### config.mk
export PLATFORM = sky130hd
export DESIGN_NAME = ordered_list_store_delete_ops_top
export DESIGN_NICKNAME = d
export VERILOG_FILES = /design/src/hw/rtl/olsd_pkg.sv /design/src/hw/rtl/olsd_ctrl.sv /design/src/hw/rtl/olsd_dpath.sv /design/src/hw/rtl/ordered_list_store_delete_ops_top.sv
export VERILOG_INCLUDE_DIRS = /design/src /design/src/hw/rtl
export SDC_FILE = /design/constraint.sdc
export NUM_CORES = 1
export LEC_CHECK = 0
export ABC_AREA = 1
export BUFFER_PORTS_ARGS = -buffer_cell sky130_fd_sc_hd__buf_2
export CAP_MARGIN = 20
export CORE_MARGIN = 1.5
export CORE_UTILIZATION = 30
export DETAILED_ROUTE_END_ITERATION = 16
export HOLD_SLACK_MARGIN = 0.03
export PLACE_DENSITY = 0.53
export SLEW_MARGIN = 25
export SYNTH_ARGS = -nofsm -noshare
export SYNTH_HDL_FRONTEND = slang
export SYNTH_SLANG_ARGS = --single-unit
### constraint.sdc
create_clock -name clock -period 4.85 [get_ports clock]
set_input_delay 0.485 -clock clock [delete_from_list [all_inputs] [get_ports clock]]
set_output_delay 0.485 -clock clock [all_outputs]
set_load 0.02 [all_outputs]
### src/hw/rtl/ordered_list_store_delete_ops_top_defines.svh
// ----------------------------------------------------------------------------
// Assertion macros for the ordered list store
// Wrappers that compile to concurrent assertions, or to nothing when
// NO_ASSERTIONS is set.
// ----------------------------------------------------------------------------
`ifndef ORDERED_LIST_STORE_DELETE_OPS_TOP_DEFINES_SVH
`define ORDERED_LIST_STORE_DELETE_OPS_TOP_DEFINES_SVH

`ifndef NO_ASSERTIONS

// condition holds at every clock edge outside reset
`define OLSD_ASSERT_ALWAYS(name, clk, rst, cond) \
   name: assert property (@(posedge clk) disable iff (rst) (cond)) \
      else $error("olsd: invariant violated");

// consequent holds in the same cycle as the antecedent
`define OLSD_ASSERT_IMPLIES(name, clk, rst, ante, cons) \
   name: assert property (@(posedge clk) disable iff (rst) (ante) |-> (cons)) \
      else $error("olsd: implication violated");

// consequent holds in the cycle after the antecedent
`define OLSD_ASSERT_NEXT(name, clk, rst, ante, cons) \
   name: assert property (@(posedge clk) disable iff (rst) (ante) |=> (cons)) \
      else $error("olsd: next-cycle implication violated");

`else

`define OLSD_ASSERT_ALWAYS(name, clk, rst, cond)
`define OLSD_ASSERT_IMPLIES(name, clk, rst, ante, cons)
`define OLSD_ASSERT_NEXT(name, clk, rst, ante, cons)

`endif

`endif

### src/hw/rtl/olsd_pkg.sv
// ----------------------------------------------------------------------------
// olsd_pkg
// Request and status codes, and the command and status bundles that join
// the controller and the datapath of the ordered list store.
// ----------------------------------------------------------------------------
package olsd_pkg;

   typedef enum logic [2:0] {
      REQ_INSERT_HEAD  = 3'd0,
      REQ_DELETE_HEAD  = 3'd1,
      REQ_DELETE_TAIL  = 3'd2,
      REQ_DELETE_INDEX = 3'd3,
      REQ_DELETE_VALUE = 3'd4
   } req_kind_type;

   typedef enum logic [2:0] {
      STAT_OK       = 3'd0,
      STAT_EMPTY    = 3'd1,
      STAT_BAD_IDX  = 3'd2,
      STAT_NOTFOUND = 3'd3,
      STAT_FULL     = 3'd4
   } status_type;

   // datapath operations issued by the controller
   typedef enum logic [2:0] {
      OP_IDLE       = 3'd0,
      OP_INSERT     = 3'd1,
      OP_POP_HEAD   = 3'd2,
      OP_POP_TAIL   = 3'd3,
      OP_REPORT     = 3'd4,
      OP_WALK_START = 3'd5,
      OP_WALK_STEP  = 3'd6,
      OP_WALK_END   = 3'd7
   } dp_op_type;

   typedef struct packed {
      dp_op_type  op;
      status_type code;      // status reported by OP_REPORT
      logic       by_value;  // walk drops matches of the key, else one index
   } dp_cmd_type;

   typedef struct packed {
      logic empty;
      logic full;
      logic idx_bad;
      logic walk_done;
   } dp_stat_type;

   typedef enum logic [1:0] {
      S_IDLE = 2'b01,
      S_WALK = 2'b10
   } ctrl_state_type;

endpackage

### src/hw/rtl/olsd_ctrl.sv
// ----------------------------------------------------------------------------
// olsd_ctrl
// Request decoder and sequencer: picks the datapath operation for each
// transaction, runs the compaction walk and raises the result strobe.
// ----------------------------------------------------------------------------
`include "ordered_list_store_delete_ops_top_defines.svh"

module olsd_ctrl
   import olsd_pkg::*;
(
   input  logic        clock,
   input  logic        reset,
   input  logic        start,
   input  logic [2:0]  req_type,
   input  dp_stat_type stat,
   output dp_cmd_type  cmd,
   output logic        busy,
   output logic        rsp_valid
);

   ctrl_state_type state_ff, state_in;
   logic           rsp_valid_ff, rsp_valid_in;

   always_comb begin
      cmd          = '{op: OP_IDLE, code: STAT_OK, by_value: 1'b0};
      state_in     = state_ff;
      rsp_valid_in = 1'b0;
      case (state_ff)
         S_IDLE: begin
            if (start) begin
               case (req_type)
                  REQ_INSERT_HEAD: begin
                     if (stat.full) begin
                        cmd.op   = OP_REPORT;
                        cmd.code = STAT_FULL;
                     end else begin
                        cmd.op = OP_INSERT;
                     end
                  end
                  REQ_DELETE_HEAD: begin
                     if (stat.empty) begin
                        cmd.op   = OP_REPORT;
                        cmd.code = STAT_EMPTY;
                     end else begin
                        cmd.op = OP_POP_HEAD;
                     end
                  end
                  REQ_DELETE_TAIL: begin
                     if (stat.empty) begin
                        cmd.op   = OP_REPORT;
                        cmd.code = STAT_EMPTY;
                     end else begin
                        cmd.op = OP_POP_TAIL;
                     end
                  end
                  REQ_DELETE_INDEX: begin
                     if (stat.empty) begin
                        cmd.op   = OP_REPORT;
                        cmd.code = STAT_EMPTY;
                     end else if (stat.idx_bad) begin
                        cmd.op   = OP_REPORT;
                        cmd.code = STAT_BAD_IDX;
                     end else begin
                        cmd.op = OP_WALK_START;
                     end
                  end
                  REQ_DELETE_VALUE: begin
                     if (stat.empty) begin
                        cmd.op   = OP_REPORT;
                        cmd.code = STAT_EMPTY;
                     end else begin
                        cmd.op       = OP_WALK_START;
                        cmd.by_value = 1'b1;
                     end
                  end
                  default: begin
                     cmd.op   = OP_REPORT;
                     cmd.code = STAT_OK;
                  end
               endcase
               if (cmd.op == OP_WALK_START) begin
                  state_in = S_WALK;
               end else begin
                  rsp_valid_in = 1'b1;
               end
            end
         end
         S_WALK: begin
            if (stat.walk_done) begin
               cmd.op       = OP_WALK_END;
               rsp_valid_in = 1'b1;
               state_in     = S_IDLE;
            end else begin
               cmd.op = OP_WALK_STEP;
            end
         end
         default: begin
            state_in = S_IDLE;
         end
      endcase
   end

   always_ff @(posedge clock) begin
      if (reset) begin
         state_ff     <= S_IDLE;
         rsp_valid_ff <= 1'b0;
      end else begin
         state_ff     <= state_in;
         rsp_valid_ff <= rsp_valid_in;
      end
   end

   assign busy      = (state_ff == S_WALK);
   assign rsp_valid = rsp_valid_ff;

   `OLSD_ASSERT_IMPLIES(a_no_strobe_in_walk, clock, reset, state_ff == S_WALK, !rsp_valid_ff)
   `OLSD_ASSERT_NEXT(a_reply_follows, clock, reset, start && !busy && cmd.op != OP_WALK_START, rsp_valid_ff)
   `OLSD_ASSERT_NEXT(a_walk_holds_off, clock, reset, cmd.op == OP_WALK_START, busy && !rsp_valid_ff)

endmodule

### src/hw/rtl/olsd_dpath.sv
// ----------------------------------------------------------------------------
// olsd_dpath
// Entry memory kept as a ring with a head pointer, the entry count, the
// compaction walk pointers and the result registers.
// ----------------------------------------------------------------------------
`include "ordered_list_store_delete_ops_top_defines.svh"

module olsd_dpath
   import olsd_pkg::*;
#(
   parameter int DEPTH = 16
) (
   input  logic               clock,
   input  logic               reset,
   input  dp_cmd_type         cmd,
   input  logic signed [31:0] req_item_value,
   input  logic [3:0]         req_position,
   output dp_stat_type        stat,
   output logic [2:0]         rsp_status,
   output logic [4:0]         rsp_entry_count,
   output logic [4:0]         rsp_removed_count
);

   localparam int AW = $clog2(DEPTH);
   localparam int CW = $clog2(DEPTH + 1);
   localparam int XW = CW + 5;
   localparam logic [AW:0]   DEPTH_X = (AW + 1)'(DEPTH);
   localparam logic [CW-1:0] DEPTH_C = CW'(DEPTH);

   // ring address of the entry at a list position
   function automatic logic [AW-1:0] ring_addr(input logic [AW-1:0] base,
                                               input logic [AW-1:0] off);
      logic [AW:0] sum;
      sum = {1'b0, base} + {1'b0, off};
      if (sum >= DEPTH_X) begin
         sum = sum - DEPTH_X;
      end
      return sum[AW-1:0];
   endfunction

   logic [31:0]   mem_ff [DEPTH];

   logic [AW-1:0] head_ff,     head_in;
   logic [CW-1:0] count_ff,    count_in;
   logic [CW-1:0] rd_idx_ff,   rd_idx_in;
   logic [CW-1:0] wr_idx_ff,   wr_idx_in;
   logic [CW-1:0] removed_ff,  removed_in;
   logic          p_valid_ff,  p_valid_in;
   logic [CW-1:0] p_idx_ff,    p_idx_in;
   logic [CW-1:0] pos_ff,      pos_in;
   logic [31:0]   key_ff,      key_in;
   logic          by_value_ff, by_value_in;
   status_type    status_ff,   status_in;
   logic [31:0]   rd_data_ff;

   logic [AW:0]   head_sum;
   logic [AW-1:0] head_inc;
   logic [AW-1:0] head_dec;
   logic [XW-1:0] pos_x;
   logic [XW-1:0] count_x;
   logic [XW-1:0] removed_x;
   logic          rd_issue;
   logic          proc;
   logic          keep;
   logic [CW-1:0] walk_start;
   logic          mem_we;
   logic [AW-1:0] mem_waddr;
   logic [31:0]   mem_wdata;
   logic [AW-1:0] rd_addr;

   assign head_sum = {1'b0, head_ff} + (AW + 1)'(1);
   assign head_inc = (head_sum == DEPTH_X) ? '0 : head_sum[AW-1:0];
   assign head_dec = (head_ff == '0) ? AW'(DEPTH - 1) : head_ff - AW'(1);

   assign pos_x     = XW'(req_position);
   assign count_x   = XW'(count_ff);
   assign removed_x = XW'(removed_ff);

   assign rd_issue   = (cmd.op == OP_WALK_STEP) && (rd_idx_ff < count_ff);
   assign proc       = (cmd.op == OP_WALK_STEP) && p_valid_ff;
   assign keep       = by_value_ff ? (rd_data_ff != key_ff) : (p_idx_ff != pos_ff);
   assign walk_start = cmd.by_value ? '0 : pos_x[CW-1:0];
   assign rd_addr    = ring_addr(head_ff, rd_idx_ff[AW-1:0]);

   // one write port: new head on insert, kept entries during the walk
   always_comb begin
      mem_we    = 1'b0;
      mem_waddr = head_dec;
      mem_wdata = req_item_value;
      if (cmd.op == OP_INSERT) begin
         mem_we = 1'b1;
      end else if (proc && keep) begin
         mem_we    = 1'b1;
         mem_waddr = ring_addr(head_ff, wr_idx_ff[AW-1:0]);
         mem_wdata = rd_data_ff;
      end
   end

   always_comb begin
      head_in     = head_ff;
      count_in    = count_ff;
      rd_idx_in   = rd_idx_ff;
      wr_idx_in   = wr_idx_ff;
      removed_in  = removed_ff;
      p_valid_in  = 1'b0;
      p_idx_in    = p_idx_ff;
      pos_in      = pos_ff;
      key_in      = key_ff;
      by_value_in = by_value_ff;
      status_in   = status_ff;
      case (cmd.op)
         OP_INSERT: begin
            head_in    = head_dec;
            count_in   = count_ff + CW'(1);
            status_in  = STAT_OK;
            removed_in = '0;
         end
         OP_POP_HEAD: begin
            head_in    = head_inc;
            count_in   = count_ff - CW'(1);
            status_in  = STAT_OK;
            removed_in = CW'(1);
         end
         OP_POP_TAIL: begin
            count_in   = count_ff - CW'(1);
            status_in  = STAT_OK;
            removed_in = CW'(1);
         end
         OP_REPORT: begin
            status_in  = cmd.code;
            removed_in = '0;
         end
         OP_WALK_START: begin
            by_value_in = cmd.by_value;
            key_in      = req_item_value;
            pos_in      = pos_x[CW-1:0];
            rd_idx_in   = walk_start;
            wr_idx_in   = walk_start;
            removed_in  = '0;
         end
         OP_WALK_STEP: begin
            // advance the read side, then file or drop the entry read last cycle
            if (rd_issue) begin
               rd_idx_in = rd_idx_ff + CW'(1);
            end
            p_valid_in = rd_issue;
            p_idx_in   = rd_idx_ff;
            if (proc) begin
               if (keep) begin
                  wr_idx_in = wr_idx_ff + CW'(1);
               end else begin
                  removed_in = removed_ff + CW'(1);
               end
            end
         end
         OP_WALK_END: begin
            count_in  = wr_idx_ff;
            status_in = (by_value_ff && removed_ff == '0) ? STAT_NOTFOUND : STAT_OK;
         end
         default: begin
         end
      endcase
   end

   always_ff @(posedge clock) begin
      if (reset) begin
         head_ff    <= '0;
         count_ff   <= '0;
         rd_idx_ff  <= '0;
         wr_idx_ff  <= '0;
         p_valid_ff <= 1'b0;
      end else begin
         head_ff    <= head_in;
         count_ff   <= count_in;
         rd_idx_ff  <= rd_idx_in;
         wr_idx_ff  <= wr_idx_in;
         p_valid_ff <= p_valid_in;
      end
   end

   always_ff @(posedge clock) begin
      removed_ff  <= removed_in;
      p_idx_ff    <= p_idx_in;
      pos_ff      <= pos_in;
      key_ff      <= key_in;
      by_value_ff <= by_value_in;
      status_ff   <= status_in;
   end

   always_ff @(posedge clock) begin
      if (mem_we) begin
         mem_ff[mem_waddr] <= mem_wdata;
      end
   end

   always_ff @(posedge clock) begin
      if (rd_issue) begin
         rd_data_ff <= mem_ff[rd_addr];
      end
   end

   assign stat.empty     = (count_ff == '0);
   assign stat.full      = (count_ff == DEPTH_C);
   assign stat.idx_bad   = (pos_x >= count_x);
   assign stat.walk_done = (rd_idx_ff >= count_ff) && !p_valid_ff;

   assign rsp_status        = status_ff;
   assign rsp_entry_count   = count_x[4:0];
   assign rsp_removed_count = removed_x[4:0];

   `OLSD_ASSERT_ALWAYS(a_count_bound, clock, reset, count_ff <= DEPTH_C)
   `OLSD_ASSERT_IMPLIES(a_write_behind_read, clock, reset, cmd.op == OP_WALK_STEP, wr_idx_ff <= rd_idx_ff)
   `OLSD_ASSERT_IMPLIES(a_pending_in_range, clock, reset, p_valid_ff, p_idx_ff < count_ff)

endmodule

### src/hw/rtl/ordered_list_store_delete_ops_top.sv
// ----------------------------------------------------------------------------
// ordered_list_store_delete_ops_top
// Bounded ordered list of signed 32-bit values, head at position 0, with
// insert-at-head and four kinds of delete. A transaction is taken when start
// is high and busy is low. Every transaction returns exactly one result,
// shown for a single cycle with rsp_valid high; the receiver cannot stall,
// so sample it in that cycle. Insert, delete head, delete tail, any request
// refused for an empty or full list or a bad index, and unused request kinds
// finish at once: the result appears the cycle after acceptance and busy
// stays low, so one such transaction may be taken every cycle. Delete at
// index and delete by value compact the list through the entry memory, one
// entry per cycle over its single read port and single write port: busy is
// high while the walk runs, and the result appears in the cycle in which
// busy falls. entry_count and removed_count carry the low five bits of the
// counts. Entries are never cleared; the list is empty after reset.
// ----------------------------------------------------------------------------
module ordered_list_store_delete_ops_top
   import olsd_pkg::*;
#(
   parameter int DEPTH = 16
) (
   input  logic               clock,
   input  logic               reset,
   input  logic               start,
   output logic               busy,
   input  logic [2:0]         req_type,
   input  logic signed [31:0] req_item_value,
   input  logic [3:0]         req_position,
   output logic               rsp_valid,
   output logic [2:0]         rsp_status,
   output logic [4:0]         rsp_entry_count,
   output logic [4:0]         rsp_removed_count
);

   // command and status bundles between sequencer and datapath
   dp_cmd_type  cmd;
   dp_stat_type stat;

   // sequencer: decode each transaction, run the walk, strobe the result
   olsd_ctrl u_ctrl (
      .clock     (clock),
      .reset     (reset),
      .start     (start),
      .req_type  (req_type),
      .stat      (stat),
      .cmd       (cmd),
      .busy      (busy),
      .rsp_valid (rsp_valid)
   );

   // datapath: ring memory, count, walk pointers and result registers
   olsd_dpath #(
      .DEPTH (DEPTH)
   ) u_dpath (
      .clock             (clock),
      .reset             (reset),
      .cmd               (cmd),
      .req_item_value    (req_item_value),
      .req_position      (req_position),
      .stat              (stat),
      .rsp_status        (rsp_status),
      .rsp_entry_count   (rsp_entry_count),
      .rsp_removed_count (rsp_removed_count)
   );

endmodule

==> results.md <==
- Data arrival time at the worst-slack endpoint: 4.25 ns
- Layout Nets: 2267
- Run status: complete, no violations
- Total number of placement rows: 108
- Sequential standard cell area: 18300 um2
- Net count after synthesis: 2181
- Shortest clock period the worst path allows after layout: 3.96 ns
- Count of endpoints failing hold in the final timing report: 0
- Vias in the first global route: 15800
- Number of routed nets with antenna violations: 0
- Total clock buffers created by CTS: 66
- Post-DP HPWL: 41300 um
- Antenna violations before repair: 3
- Fill cell count: 8471
- Die Outline Area: 89300 um2
- Unrepaired setup endpoints after global routing: false
- Prevailing post-synth register cell: edfxtp_1
- Highest layer used for signal routing: met5
- Clock skew after layout: 0.0302 ns
- Flop and latch count out of synthesis: 617
- DRC marker count from the first detailed-route iteration: 1544
- Largest net degree at the start of global routing: 129
- Initial Util: 30.3%
- Portion of the clock cycle consumed by the worst path in the final layout: 81.6%
- Area Overhead vs Synth: 16.2%
- Clk pin slew, worst setup/hold paths: 0.06 ns
- Routed wire length: 68700 um
- Pwr dens: 399 nW/um2
- DR WL/cell: 20.2 um
- Ratio of cells with drive above 1 in the final layout: 12.1%
- Number of instances in the synthesized netlist: 2109
- Core Footprint: 86800 um2
- Sequential cell area fraction in the yosys report: 69.7%
- Ports placed on the boundary: 57
- Die height: 299 um
- Met2 Routed Length: 30300 um
- Number of maximum-capacitance violations: 0
- Path class of the lowest-slack min-delay path: in -> reg
- Overall global routing resource usage: 15.2%
- Final setup margin: 0.893 ns
- Worst endpoint required time: 5.15 ns
- Critical path endpoint category: flip-flop
- DRC violation count after routing: 0
- I/O Buffers: 56
- Total leakage power: 10.8 nW
- Highest net fanout along the worst path: 24
- Critical setup path kind: reg -> reg
- Multi-input combinational cell area: 6880 um2
- Number of vias per cell: 4.83
- Met3 wire len: 4870 um
- Die W: 299 um
- Per-instance average area after synthesis: 12.5 um2
- TritonRoute pass-1 iters: 5
- Count of pins over their slew limit: 0
- Distinct cell type count of the synthesized netlist: 40
- Worst-case headroom to the max-slew limit: 33.2%
- Met1 routed wirelength after detailed routing: 31900 um
- Power consumption: 12.2 mW
- Synth warn: 0
- Post-synthesis async set-or-reset flop share: 0%
- Sort of element at the start of the critical path: flip-flop
- Overall overflow remaining after global route: 0
- Worst-Margin Slew: 0.995 ns
- Final-layout setup total negative slack: 0 ns
- Routability cong.: 0.842
- Clock tree from TritonCTS: yes
- Finish-stage setup viols: 0
- Layout Utilization: 35.2%
- Post-Place Setup Slack: 0.863 ns
- Achievable clock frequency: 253 MHz
- Root buffer selected by CTS: clkbuf_16
- H-tree Lvls: 3
- CTS sink cnt: 617
- Post-CTS Resized: 0
- Post-synthesis cell area: 26300 um2
- Max rail drop VDD: 0.269 mV
- Global-route wire length before repair: 102000 um
- Maximum root-to-sink buffer count: 3
- EDFF count, synth: 594
- Diode count: 0
- Clock latency on the worst-skew pair: 0.62 ns
- Vias after detailed routing: 16400
-- critical path, stage by stage, from the launching register on --
cell and delay [ns]:
edfxtp_1 0.42, nor2_1 0.12, nor2_1 0.07, nor2_1 0.27, nand2_1 0.12, nor2_1 0.10, nand3_1 0.19, nor2_1 0.37
nor2_1 0.15, nand3_4 0.35, buf_4 0.24, nand2_1 0.07, o21ai_1 0.14, nand2_1 0.29, nor2_4 0.45, buf_12 0.27
-- Yosys cell counts (all sizes together) (4+ instances only) --
master,instances,area [um2]
xnor2,12,105
nand3,43,270
o21ai,241,1220
a31oi,32,200
mux2i,128,1280
ha,27,338
xor2,15,131
buf,32,159
nand2,294,1140
inv,230,863
or2,5,31.3
a21oi,175,876
o211ai,65,488
dfxtp,23,460
nand4,6,43.8
clkbuf,70,263
nor2,99,403
nor3,4,20.0
edfxtp,594,17800
-- where the power goes --
group | switching (mW) | internal, mW
Clock | 2.10 | 2.82
Sequential | 0.0386 | 5.92
Combinational | 0.899 | 0.405
-- cell type report --
class | instances | area share, %
clock buffers | 81 | 5.67
clock inverters | 34 | 1.14
multi-input cells | 1160 | 22.5
repair buffers | 120 | 3.08
inverters | 230 | 2.85
flip-flops and latches | 617 | 60.0
well taps | 1155 | 4.74
-- what timing repair did --
item / in CTS / in global routing
hold buffers: 2 / 0
hold endpoints to repair: 2 / 0
buffers inserted: 0 / 0
-- final timing paths --
path / startpoint / to / slack (ns) / depth (start not counted)
setup / recovery: u_dpath.rd_data_ff[8]$_DFFE_PP_ / u_dpath.mem_ff[2][25]$_DFFE_PP_ / 0.89 / 15
hold / removal: req_item_value[4] / u_dpath.key_ff[4]$_DFFE_PP_ / 0.07 / 1
setup reg to reg: u_dpath.rd_data_ff[8]$_DFFE_PP_ / u_dpath.mem_ff[2][25]$_DFFE_PP_ / 0.89 / 15
hold reg to reg: u_ctrl.state_ff[1]$_SDFFE_PP0P_ / u_ctrl.state_ff[1]$_SDFFE_PP0P_ / 0.49 / 2
-- per-layer routing --
metal  vias up  track usage (%)
li1       7695                -
met1      8130             22.1
met2       491             22.8
met3        99             3.45
met4         4             4.27
met5         -                0
-- cell usage in the layout (no fill, tap or decap), drive strengths merged, types with 23 or more instances in the layout --
master,n
o211ai,65
dfxtp,23
inv,233
edfxtp,594
o21ai,241
a31oi,32
buf,118
nand2,294
a21oi,175
ha,27
mux2i,128
nand3,43
nor2,99
clkbuf,81
clkinv,25
-- logic make-up after synthesis --
family	after synthesis	share of synthesized area (%)
adders and majority gates	30	1.52
AOI/OAI and AO/OA	521	10.8
buffers and inverters	332	4.89
DFF	617	69.7
muxes	128	4.88
xor gates and xnor gates	27	0.901
and+or+nand+nor	454	7.32
-- stage by stage --
step / cell area (um2) / hold WS [ns] / cells
after floorplan: 26300 / 0.458 / 2109
after global placement: 28400 / 0.470 / 3280
after detailed placement: 28400 / 0.490 / 3280
after CTS: 30500 / 0.0313 / 3397
after global routing: 30500 / 0.0414 / 3397
final: 30500 / 0.0652 / 3397
-- state kept, by name, indices dropped and copies added (netlist names), 5 cells and up --
register                   cells
u_dpath.key_ff                32
u_dpath.mem_ff               512
u_dpath.p_idx_ff               5
u_dpath.rd_data_ff            32
u_dpath.rd_idx_ff              5
u_dpath.rsp_entry_count        5
u_dpath.rsp_removed_count      5
u_dpath.wr_idx_ff              5
(Power assumes the default switching activity.)
